### src/rtl/core/mclp_pkg.sv
// shared types and constants for the multi-click and long-press detector
package mclp_pkg;

  localparam int NUM_KEYS  = 3;
  localparam int KEY_W     = 2;
  localparam int TIMER_W   = 17;
  localparam int CFG_W     = 16;
  localparam int CFG_IDX_W = 3;
  localparam int CLICK_W   = 4;
  localparam int FIFO_DEPTH = 3;
  localparam int FIFO_PTR_W = 2;

  localparam logic [TIMER_W-1:0] TIMER_MAX = {TIMER_W{1'b1}};
  localparam logic [CLICK_W-1:0] CLICK_MAX = {CLICK_W{1'b1}};

  // item kinds carried on in_tuser
  localparam logic KIND_EDGE = 1'b0;
  localparam logic KIND_TICK = 1'b1;

  // pin levels
  localparam logic LEVEL_PRESSED  = 1'b0;
  localparam logic LEVEL_RELEASED = 1'b1;

  // register map
  typedef enum logic [CFG_IDX_W-1:0] {
    CFG_TICK_STEP   = 3'd0,
    CFG_PHOTO_GAP   = 3'd1,
    CFG_PHOTO_LONG  = 3'd2,
    CFG_POWER_GAP   = 3'd3,
    CFG_POWER_LONG  = 3'd4,
    CFG_HOME_GAP    = 3'd5,
    CFG_HOME_LONG   = 3'd6
  } cfg_reg_t;

  localparam logic [CFG_W-1:0] RST_TICK_STEP  = 16'd10;
  localparam logic [CFG_W-1:0] RST_PHOTO_GAP  = 16'd200;
  localparam logic [CFG_W-1:0] RST_PHOTO_LONG = 16'd1000;
  localparam logic [CFG_W-1:0] RST_POWER_GAP  = 16'd200;
  localparam logic [CFG_W-1:0] RST_POWER_LONG = 16'd2000;
  localparam logic [CFG_W-1:0] RST_HOME_GAP   = 16'd200;
  localparam logic [CFG_W-1:0] RST_HOME_LONG  = 16'd1000;

  // one finished gesture
  typedef struct packed {
    logic               long_press;
    logic [CLICK_W-1:0] click_count;
    logic [KEY_W-1:0]   key_index;
  } result_t;

endpackage

### src/rtl/core/multi_click_long_press_detector.sv
// multi-click and long-press detector for three keys, per-key state in a small memory
// an accepted item is registered into the evaluation stage, checked there against its key's
//   state, and any result goes into the result queue, whose head drives out_tvalid
// throughput: one item per cycle when not stalled; the state memory is read at accept and
//   written in the next cycle, a bypass register covers back-to-back items on the same key
// reset (rst_n low, synchronous): config registers take their defaults, all keys idle,
//   result queue empty; memory contents are masked by per-key valid bits, no sweep
module multi_click_long_press_detector #(
  parameter int COUNT_BITS = 4
) (
  input  logic                         clk,
  input  logic                         rst_n,
  // input channel
  input  logic                         in_tvalid,
  output logic                         in_tready,
  input  logic [7:0]                   in_tdata,   // [1:0] key_id, [2] key_level, [3] accept
  input  logic                         in_tuser,   // kind: 0 pin edge, 1 detection tick
  // result channel
  output logic                         out_tvalid,
  input  logic                         out_tready,
  output logic [7:0]                   out_tdata,  // [1:0] key_index, [5:2] click_count
  output logic                         out_tuser,  // long_press
  // configuration write port
  input  logic                         cfg_we,
  input  logic [mclp_pkg::CFG_IDX_W-1:0] cfg_index,
  input  logic [mclp_pkg::CFG_W-1:0]   cfg_wdata
);

  import mclp_pkg::*;

  // width for clamping the click total onto the 4-bit result field
  localparam int CLAMP_W = (COUNT_BITS > CLICK_W) ? COUNT_BITS : CLICK_W;
  localparam logic [COUNT_BITS-1:0] CNT_MAX = {COUNT_BITS{1'b1}};

  typedef struct packed {
    logic                  det;
    logic [TIMER_W-1:0]    gap;
    logic [COUNT_BITS-1:0] rel;
    logic [COUNT_BITS-1:0] clk_tot;
    logic [TIMER_W-1:0]    hold;
  } key_st_t;

  // ---------------------------------------------------------------------------
  // configuration registers
  // ---------------------------------------------------------------------------
  logic [CFG_W-1:0] tick_step_r;
  logic [CFG_W-1:0] gap_time_r  [NUM_KEYS];
  logic [CFG_W-1:0] long_time_r [NUM_KEYS];

  always_ff @(posedge clk) begin
    if (!rst_n) begin
      tick_step_r    <= RST_TICK_STEP;
      gap_time_r[0]  <= RST_PHOTO_GAP;
      long_time_r[0] <= RST_PHOTO_LONG;
      gap_time_r[1]  <= RST_POWER_GAP;
      long_time_r[1] <= RST_POWER_LONG;
      gap_time_r[2]  <= RST_HOME_GAP;
      long_time_r[2] <= RST_HOME_LONG;
    end else if (cfg_we) begin
      case (cfg_reg_t'(cfg_index))
        CFG_TICK_STEP:  tick_step_r    <= cfg_wdata;
        CFG_PHOTO_GAP:  gap_time_r[0]  <= cfg_wdata;
        CFG_PHOTO_LONG: long_time_r[0] <= cfg_wdata;
        CFG_POWER_GAP:  gap_time_r[1]  <= cfg_wdata;
        CFG_POWER_LONG: long_time_r[1] <= cfg_wdata;
        CFG_HOME_GAP:   gap_time_r[2]  <= cfg_wdata;
        CFG_HOME_LONG:  long_time_r[2] <= cfg_wdata;
        default: ; // unmapped index: write dropped
      endcase
    end
  end

  // ---------------------------------------------------------------------------
  // input unpacking and accept
  // ---------------------------------------------------------------------------
  logic [KEY_W-1:0] in_key;
  logic             in_level;
  logic             in_accept_flag;
  logic             in_fire;
  logic             rd_en;

  assign in_key         = in_tdata[1:0];
  assign in_level       = in_tdata[2];
  assign in_accept_flag = in_tdata[3];
  assign in_fire        = in_tvalid && in_tready;
  // key three is dropped here: it never reaches the state memory
  assign rd_en          = in_fire && (in_key < KEY_W'(NUM_KEYS));

  // ---------------------------------------------------------------------------
  // per-key state memory, read at accept, written back in the next cycle
  // ---------------------------------------------------------------------------
  key_st_t          key_mem [NUM_KEYS];
  key_st_t          rd_data_r;
  logic [NUM_KEYS-1:0] key_vld_r;   // entry written since reset
  logic             rd_ok_r;
  logic             byp_vld_r;
  key_st_t          byp_data_r;

  logic             s1_vld_r;
  logic             s1_kind_r;
  logic [KEY_W-1:0] s1_key_r;
  logic             s1_level_r;
  logic             s1_accept_r;

  key_st_t          cur;
  key_st_t          st_nxt;
  logic             res_vld;
  result_t          res;

  always_ff @(posedge clk) begin
    if (s1_vld_r) begin
      key_mem[s1_key_r] <= st_nxt;
    end
    if (rd_en) begin
      rd_data_r <= key_mem[in_key];
    end
  end

  // a read of the entry being written this cycle would see old data: forward it
  always_ff @(posedge clk) begin
    if (!rst_n) begin
      key_vld_r <= '0;
      rd_ok_r   <= 1'b0;
      byp_vld_r <= 1'b0;
      s1_vld_r  <= 1'b0;
    end else begin
      if (s1_vld_r) begin
        key_vld_r[s1_key_r] <= 1'b1;
      end
      s1_vld_r <= rd_en;
      if (rd_en) begin
        rd_ok_r   <= key_vld_r[in_key];
        byp_vld_r <= s1_vld_r && (s1_key_r == in_key);
      end
    end
  end

  always_ff @(posedge clk) begin
    if (rd_en) begin
      byp_data_r  <= st_nxt;
      s1_kind_r   <= in_tuser;
      s1_key_r    <= in_key;
      s1_level_r  <= in_level;
      s1_accept_r <= in_accept_flag;
    end
  end

  // ---------------------------------------------------------------------------
  // evaluation stage
  // ---------------------------------------------------------------------------
  logic [TIMER_W:0]    gap_sum;
  logic [TIMER_W:0]    hold_sum;
  logic [TIMER_W-1:0]  hold_new;
  logic [COUNT_BITS:0] clk_sum;
  logic [CLAMP_W-1:0]  clk_ext;
  logic [CLICK_W-1:0]  clk_out;
  logic [CFG_W-1:0]    gap_cfg;
  logic [CFG_W-1:0]    long_cfg;

  always_comb begin
    cur      = byp_vld_r ? byp_data_r : (rd_ok_r ? rd_data_r : '0);
    gap_cfg  = gap_time_r[s1_key_r];
    long_cfg = long_time_r[s1_key_r];

    gap_sum  = {1'b0, cur.gap} + (TIMER_W + 1)'(tick_step_r);
    hold_sum = {1'b0, cur.hold} + (TIMER_W + 1)'(gap_cfg);
    hold_new = hold_sum[TIMER_W] ? TIMER_MAX : hold_sum[TIMER_W-1:0];
    clk_sum  = {1'b0, cur.clk_tot} + {1'b0, cur.rel};
    clk_ext  = CLAMP_W'(cur.clk_tot);
    clk_out  = (clk_ext > CLAMP_W'(CLICK_MAX)) ? CLICK_MAX : clk_ext[CLICK_W-1:0];

    st_nxt          = cur;
    res_vld         = 1'b0;
    res.key_index   = s1_key_r;
    res.click_count = '0;
    res.long_press  = 1'b0;

    if (s1_kind_r == KIND_EDGE) begin
      if (s1_accept_r) begin
        if (!cur.det && s1_level_r == LEVEL_PRESSED) begin
          st_nxt.det = 1'b1;
        end else if (cur.det && s1_level_r == LEVEL_RELEASED) begin
          st_nxt.rel = (cur.rel == CNT_MAX) ? CNT_MAX : cur.rel + 1'b1;
        end
      end
    end else if (cur.det) begin
      if (cur.gap < TIMER_W'(gap_cfg)) begin
        // gap still running
        st_nxt.gap = gap_sum[TIMER_W] ? TIMER_MAX : gap_sum[TIMER_W-1:0];
      end else begin
        st_nxt.gap = '0;
        if (cur.rel != '0) begin
          // new releases in this gap fold into the click total
          st_nxt.clk_tot = clk_sum[COUNT_BITS] ? CNT_MAX : clk_sum[COUNT_BITS-1:0];
          st_nxt.hold    = '0;
          st_nxt.rel     = '0;
        end else if (s1_level_r == LEVEL_PRESSED) begin
          // still held: grow hold time, long press once it reaches the limit
          st_nxt.hold    = hold_new;
          st_nxt.clk_tot = '0;
          if (hold_new >= TIMER_W'(long_cfg)) begin
            st_nxt         = '0;
            res_vld        = 1'b1;
            res.long_press = 1'b1;
          end
        end else begin
          // released and quiet for a whole gap: gesture done
          st_nxt          = '0;
          res_vld         = 1'b1;
          res.click_count = clk_out;
        end
      end
    end
  end

  // ---------------------------------------------------------------------------
  // result queue, three entries so the evaluation stage never has to stall
  // ---------------------------------------------------------------------------
  result_t               fifo_q [FIFO_DEPTH];
  logic [FIFO_PTR_W-1:0] head_r;
  logic [FIFO_PTR_W-1:0] tail_r;
  logic [FIFO_PTR_W-1:0] cnt_r;
  logic                  enq;
  logic                  deq;

  assign enq = s1_vld_r && res_vld;
  assign deq = out_tvalid && out_tready;

  // room for the item in flight plus a new one
  assign in_tready = ({1'b0, cnt_r} + (FIFO_PTR_W + 1)'(s1_vld_r)) <
                     (FIFO_PTR_W + 1)'(FIFO_DEPTH);

  always_ff @(posedge clk) begin
    if (enq) begin
      fifo_q[tail_r] <= res;
    end
  end

  always_ff @(posedge clk) begin
    if (!rst_n) begin
      head_r <= '0;
      tail_r <= '0;
      cnt_r  <= '0;
    end else begin
      if (enq) begin
        tail_r <= (tail_r == FIFO_PTR_W'(FIFO_DEPTH - 1)) ? '0 : tail_r + 1'b1;
      end
      if (deq) begin
        head_r <= (head_r == FIFO_PTR_W'(FIFO_DEPTH - 1)) ? '0 : head_r + 1'b1;
      end
      case ({enq, deq})
        2'b10:   cnt_r <= cnt_r + 1'b1;
        2'b01:   cnt_r <= cnt_r - 1'b1;
        default: cnt_r <= cnt_r;
      endcase
    end
  end

  result_t head_item;
  assign head_item  = fifo_q[head_r];
  assign out_tvalid = (cnt_r != '0);
  assign out_tdata  = {2'b00, head_item.click_count, head_item.key_index};
  assign out_tuser  = head_item.long_press;

  // ---------------------------------------------------------------------------
  // assertions
  // ---------------------------------------------------------------------------
  // a result from the evaluation stage always finds room in the queue
  a_no_overflow: assert property (@(posedge clk) disable iff (!rst_n)
    enq |-> (cnt_r != FIFO_PTR_W'(FIFO_DEPTH)) || deq)
    else $error("result queue overflow");

  // long-press results never carry clicks
  a_long_no_clicks: assert property (@(posedge clk) disable iff (!rst_n)
    (out_tvalid && out_tuser) |-> (out_tdata[5:2] == 4'd0))
    else $error("long press with nonzero click count");

  // the input side only backs off while results or an item are pending
  a_ready_reason: assert property (@(posedge clk) disable iff (!rst_n)
    !in_tready |-> (cnt_r != '0))
    else $error("input stalled with empty queue");

  // a read of the key that stage one is writing always gets the forwarded state
  a_bypass_src: assert property (@(posedge clk) disable iff (!rst_n)
    (rd_en && s1_vld_r && (s1_key_r == in_key)) |=> byp_vld_r)
    else $error("same-key back-to-back item missed the bypass");

endmodule
### config.mk
export PLATFORM = sky130hd
export DESIGN_NAME = multi_click_long_press_detector
export DESIGN_NICKNAME = d
export VERILOG_FILES = /design/src/rtl/core/mclp_pkg.sv /design/src/rtl/core/multi_click_long_press_detector.sv
export SDC_FILE = /design/constraint.sdc
export NUM_CORES = 1
export LEC_CHECK = 0
export BUFFER_PORTS_ARGS = -buffer_cell sky130_fd_sc_hd__buf_2
export CORE_ASPECT_RATIO = 1.5
export CORE_MARGIN = 2
export CORE_UTILIZATION = 50
export CTS_CLUSTER_SIZE = 20
export DETAILED_ROUTE_END_ITERATION = 6
export HOLD_SLACK_MARGIN = 0.05
export PLACE_DENSITY = 0.68
export SYNTH_ARGS = -nofsm -noshare
export SYNTH_HDL_FRONTEND = slang
export SYNTH_SLANG_ARGS = --single-unit
export TNS_END_PERCENT = 100
### constraint.sdc
create_clock -name clk -period 13.19 [get_ports clk]
set_input_delay 2.638 -clock clk [delete_from_list [all_inputs] [get_ports clk]]
set_output_delay 2.638 -clock clk [all_outputs]
set_load 0.01 [all_outputs]
==> results.md <==
- In this run the critical register-to-register path is captured at cnt_r[1]$_SDFFE_PN0P_.
- In this run the count of I/O pins placed on the die edge is 44.
- The time the worst path needs with I/O delays and setup is 6.80 ns.
- Entering global routing, the biggest net connects 78 pins.
- The detailed router's first-iteration violation count is 706.
- Post-CTS timing repair inserted 0 buffers for setup.
- On the final layout, the worst clock skew is 0.0124 ns.
- The largest single stage delay on the critical path is 1.03 ns.
- Clock latency on the worst-skew pair, taken at its later pin, is 0.52 ns.
- The most used flip-flop cell after synthesis is sky130_fd_sc_hd__edfxtp_1.
- The worst setup path is launched from a flop.
- The root buffer cell is sky130_fd_sc_hd__clkbuf_16.
- The critical path goes through mux2i_1 -> o21a_1 -> inv_1 -> ha_1 -> a21o_4 -> o21a_1 -> or2_2 -> a32oi_1 -> nand2_1 -> ha_1 -> nand4_1 -> o31ai_1 -> a41o_1 -> or4_4 -> nand2_1 -> ha_1 -> or3_1 -> a21boi_0.
- After filler insertion, the fill cell instance count of the layout stands at 2743.
- The XOR/XNOR share of the synthesized area is 1.38%.
- Of the total synthesized cell area, the portion taken by AND, OR, NAND and NOR gates is 9.63%.
- From bottom edge to top edge, the die measures 231 um.
- For this run, the total global-route usage over all layers was measured as 20.7%.
- Setup repair after global routing left no endpoint under its margin.
- Sorting the synthesized cells by how often they occur yields sky130_fd_sc_hd__edfxtp_1 (337), sky130_fd_sc_hd__nand2_1 (148), sky130_fd_sc_hd__o21ai_0 (90).
- After synthesis the netlist holds a flip-flop and latch count of 369.
- The mapped netlist covers 17200 um2.
- After the last flow step, the layout net total stands at 1471.
- The number of cells on the worst reg-to-reg path is 18.
- The number of antenna diodes in the final layout is 0.
- STA puts the critical path data required time at 13.64 ns.
- The share of synthesized area in the top cell type comes to 58.9%.
- For the pin with the worst max-slew slack, the measured transition is 1.08 ns.
- Data arrives at the worst endpoint at 7.25 ns.
- The number of clock sinks is 369.
- STA classifies the critical path endpoint as a flop.
- The biggest area contributor in the post-synthesis netlist is sky130_fd_sc_hd__edfxtp_1.
- After floorplanning, the core was divided into 83 placement rows.
- Counting the buffers created by CTS gives 35.
- Input and output buffers added on the ports amount to 37.
- The detail route stage leaves a number of antenna-violating nets equal to 0.
- The power per cell area is 137 nW/um2.
- The global-route wire length before repair is 57700 um.
- The die area is 35900 um2.
- The share of layout cells above drive strength 1 is 9.75%.
- The routed wire length is 36500 um.
- The top fanout value on the critical path is 32.
- Setup slack on the worst reg-to-reg path comes out at 6.39 ns.
- By instance count, the cell type seen most on the critical path is sky130_fd_sc_hd__ha_1.
- The cell with the most instances after synthesis is sky130_fd_sc_hd__edfxtp_1.
- For this run, the register share of the synthesized area comes to 62.7%.
- The number of levels the H-tree was split into is 2.
- Setup violations remaining at the end of the flow were counted as 0.
- The number of vias in the routed layout is 10628.
- Compared with the post-synthesis result, the final layout area differs by 10.0%.
- The category of the most critical setup path is flop to flop.
- By area, the combinational part of the netlist is dominated by compound AO/OA/AOI/OAI gates.
- The flow ran to the end, and the final reports show no timing, DRC or antenna violations.
- The routability-driven placement congestion ratio is 0.829.
- The number of global-route vias before repair is 10740.
- Measured against its own limit, the worst slew margin works out to 28.0%.
- In the final routed layout, each cell accounts on average for 20.2 um.
- The number of enable-type register cells in the synthesized netlist is 337.
- The share of synthesized area spent on multiplexers is 5.08%.
- The number of distinct library cell variants in the gate-level netlist after synthesis is 69.
- The synthesized netlist devotes 5.60% of its cell area to adder and majority cells.
- The total congestion overflow is 0.
- In this run the worst setup path terminates at cnt_r[1]$_SDFFE_PN0P_.
- The worst IR drop on VDD is 0.0749 mV.
- The leakage power is 7.21 nW.
- The final number of hold-violating endpoints is 0.
- The number of buffers inserted by hold repair at cts is 0.
- The detailed-routing iteration count for the pre-antenna-repair pass is 5.
- The fraction of the cycle the final worst path needs is 51.6%.
- The top achievable clock speed is 0.147 GHz.
- The floorplan die width is 155 um.
- The max-cap violation count is 0.
- After detailed routing, the number of remaining DRC violations is 0.
- The total stage count of the critical path is 18.
- The post-layout utilization of the core is 55.5%.
- The synthesized netlist devotes 13.2% of its cell area to compound gates.
- The kind of cell adding the most delay to the critical path is compound AO/OA/AOI/OAI gates.
- Post-CTS repair changed the size of 0 cells.
- The count of mapped cells out of synthesis is 1332.
- The starting density of the core is 50.4%.
- The path class of the tightest hold or removal check is flop to flop.
- For this run, asynchronously set or reset flops after synthesis account for 0%.
- Among all stages on the critical path, the largest delay is contributed by sky130_fd_sc_hd__dfxtp_2.
- The number of vias per cell is 5.87.
- The number of max-slew violations in the final report is 0.
- Adding up every negative setup slack in the final design gives 0 ns.
- The area of the core region is 34100 um2.
- During synthesis, Yosys emitted a total of 0 warnings.
- Detailed placement finished with a half-perimeter wire length of 24900 um.
- The per-instance average area after synthesis is 12.9 um2.
- The initial antenna violation count is 0.
- By area the synthesized netlist is led by sky130_fd_sc_hd__edfxtp_1 (59%), sky130_fd_sc_hd__ha_1 (5.2%), sky130_fd_sc_hd__mux2i_1 (5.0%), sky130_fd_sc_hd__dfxtp_1 (3.7%), sky130_fd_sc_hd__nand2_1 (3.2%).
- The count of buffer and inverter cells on the critical path is 1.
- In this run the deepest clock path goes through 3 buffers.
- Clock-pin slew was measured on the worst setup and hold paths at 0.06 ns.
- The TritonCTS clock tree is yes.
[layer usage]
layer / vias to the layer above / global-route usage (%) / wire [um]
met1: 5250 / 23.4 / 14100
met3: 80 / 2.85 / 1210
met5: - / 0 / 0
met2: 215 / 38.4 / 19600
li1: 5083 / - / -
met4: 0 / 9.86 / 1610
[cell type report]
type                       count  area [um2]  share of cell area [%]
clock inverter                14         113                   0.596
tap                          425         532                    2.82
timing repair buffer          58         343                    1.81
clock buffer                  45         956                    5.06
inverter                      38         143                   0.755
multi-input combinational    861        6040                    32.0
sequential                   369       10800                    57.0
[through the flow]
| step | setup WS, ns | hold slack (ns) | std cells | cell area [um2] | power, mW |
|---|---|---|---|---|---|
| floorplan | 5.02 | 0.434 | 1333 | 17200 | 1.58 |
| global placement | 6.45 | 0.443 | 1751 | 17800 | 1.66 |
| detailed placement | 6.42 | 0.451 | 1751 | 17800 | 1.67 |
| CTS | 6.40 | 0.465 | 1810 | 18900 | 2.62 |
| global route | 6.02 | 0.502 | 1810 | 18900 | 2.69 |
| finish | 6.39 | 0.467 | 1810 | 18900 | 2.60 |
[cell usage in the layout (no fill, tap or decap), types with 15 or more instances in the layout]
master                      instances
sky130_fd_sc_hd__nor2_1            56
sky130_fd_sc_hd__a21oi_1           54
sky130_fd_sc_hd__clkbuf_16         37
sky130_fd_sc_hd__buf_4             21
sky130_fd_sc_hd__inv_1             38
sky130_fd_sc_hd__a21boi_0          16
sky130_fd_sc_hd__edfxtp_1         337
sky130_fd_sc_hd__xnor2_1           20
sky130_fd_sc_hd__nand2b_1          25
sky130_fd_sc_hd__o21a_1            24
sky130_fd_sc_hd__ha_1              72
sky130_fd_sc_hd__nand3_1           15
sky130_fd_sc_hd__mux2i_1           86
sky130_fd_sc_hd__a22o_1            33
sky130_fd_sc_hd__a21o_1            19
sky130_fd_sc_hd__and2_1            35
sky130_fd_sc_hd__a32o_1            16
sky130_fd_sc_hd__nand2_1          148
sky130_fd_sc_hd__dfxtp_1           29
sky130_fd_sc_hd__buf_2             37
sky130_fd_sc_hd__o21ai_0           85
[worst register-to-register path, stage by stage (launching register included)]
cell and delay (ns):
sky130_fd_sc_hd__dfxtp_2 1.03, sky130_fd_sc_hd__mux2i_1 0.30, sky130_fd_sc_hd__o21a_1 0.24, sky130_fd_sc_hd__inv_1 0.07, sky130_fd_sc_hd__ha_1 0.35, sky130_fd_sc_hd__a21o_4 0.27
sky130_fd_sc_hd__o21a_1 0.21, sky130_fd_sc_hd__or2_2 0.29, sky130_fd_sc_hd__a32oi_1 0.85, sky130_fd_sc_hd__nand2_1 0.40, sky130_fd_sc_hd__ha_1 0.44, sky130_fd_sc_hd__nand4_1 0.12
sky130_fd_sc_hd__o31ai_1 0.62, sky130_fd_sc_hd__a41o_1 0.39, sky130_fd_sc_hd__or4_4 0.22, sky130_fd_sc_hd__nand2_1 0.07, sky130_fd_sc_hd__ha_1 0.34, sky130_fd_sc_hd__or3_1 0.37
sky130_fd_sc_hd__a21boi_0 0.16
[registers in the layout, summed over array words and instances, names as in the netlist, 3 cells and up, named ones only]
signal,flops
long_time_r,48
key_vld_r,3
fifo_q,21
byp_data_r,43
rd_data_r,43
tick_step_r,16
key_mem,129
gap_time_r,48
[power by group]
part | leakage, nW | switching [mW] | internal, mW
Sequential | 3.52 | 0.0193 | 1.33
Combinational | 3.18 | 0.189 | 0.105
Clock | 0.511 | 0.418 | 0.534
Total | 7.21 | 0.626 | 1.97
[cell families (layout without fill, tap and decap cells)]
logic type | Yosys count | after routing
fa+ha+maj | 75 | 75
other cells | 1 | 2
buf+inv | 103 | 155
mux | 87 | 87
simple gates | 343 | 343
compound gates | 327 | 327
flops | 369 | 369
xor+xnor | 27 | 27
[worst min path at each step]
stage	start	cells after the start	slack [ns]	to
after detailed placement	key_vld_r[2]$_SDFFE_PN0P_	1	0.45	key_vld_r[2]$_SDFFE_PN0P_
after global placement	key_vld_r[2]$_SDFFE_PN0P_	1	0.44	key_vld_r[2]$_SDFFE_PN0P_
after global routing	tick_step_r[6]$_SDFFE_PN0P_	2	0.50	tick_step_r[6]$_SDFFE_PN0P_
final	key_vld_r[2]$_SDFFE_PN0P_	1	0.47	key_vld_r[2]$_SDFFE_PN0P_
after floorplan	key_vld_r[2]$_SDFFE_PN0P_	1	0.43	key_vld_r[2]$_SDFFE_PN0P_
after CTS	key_vld_r[2]$_SDFFE_PN0P_	1	0.47	key_vld_r[2]$_SDFFE_PN0P_
(Power assumes the default switching activity.)
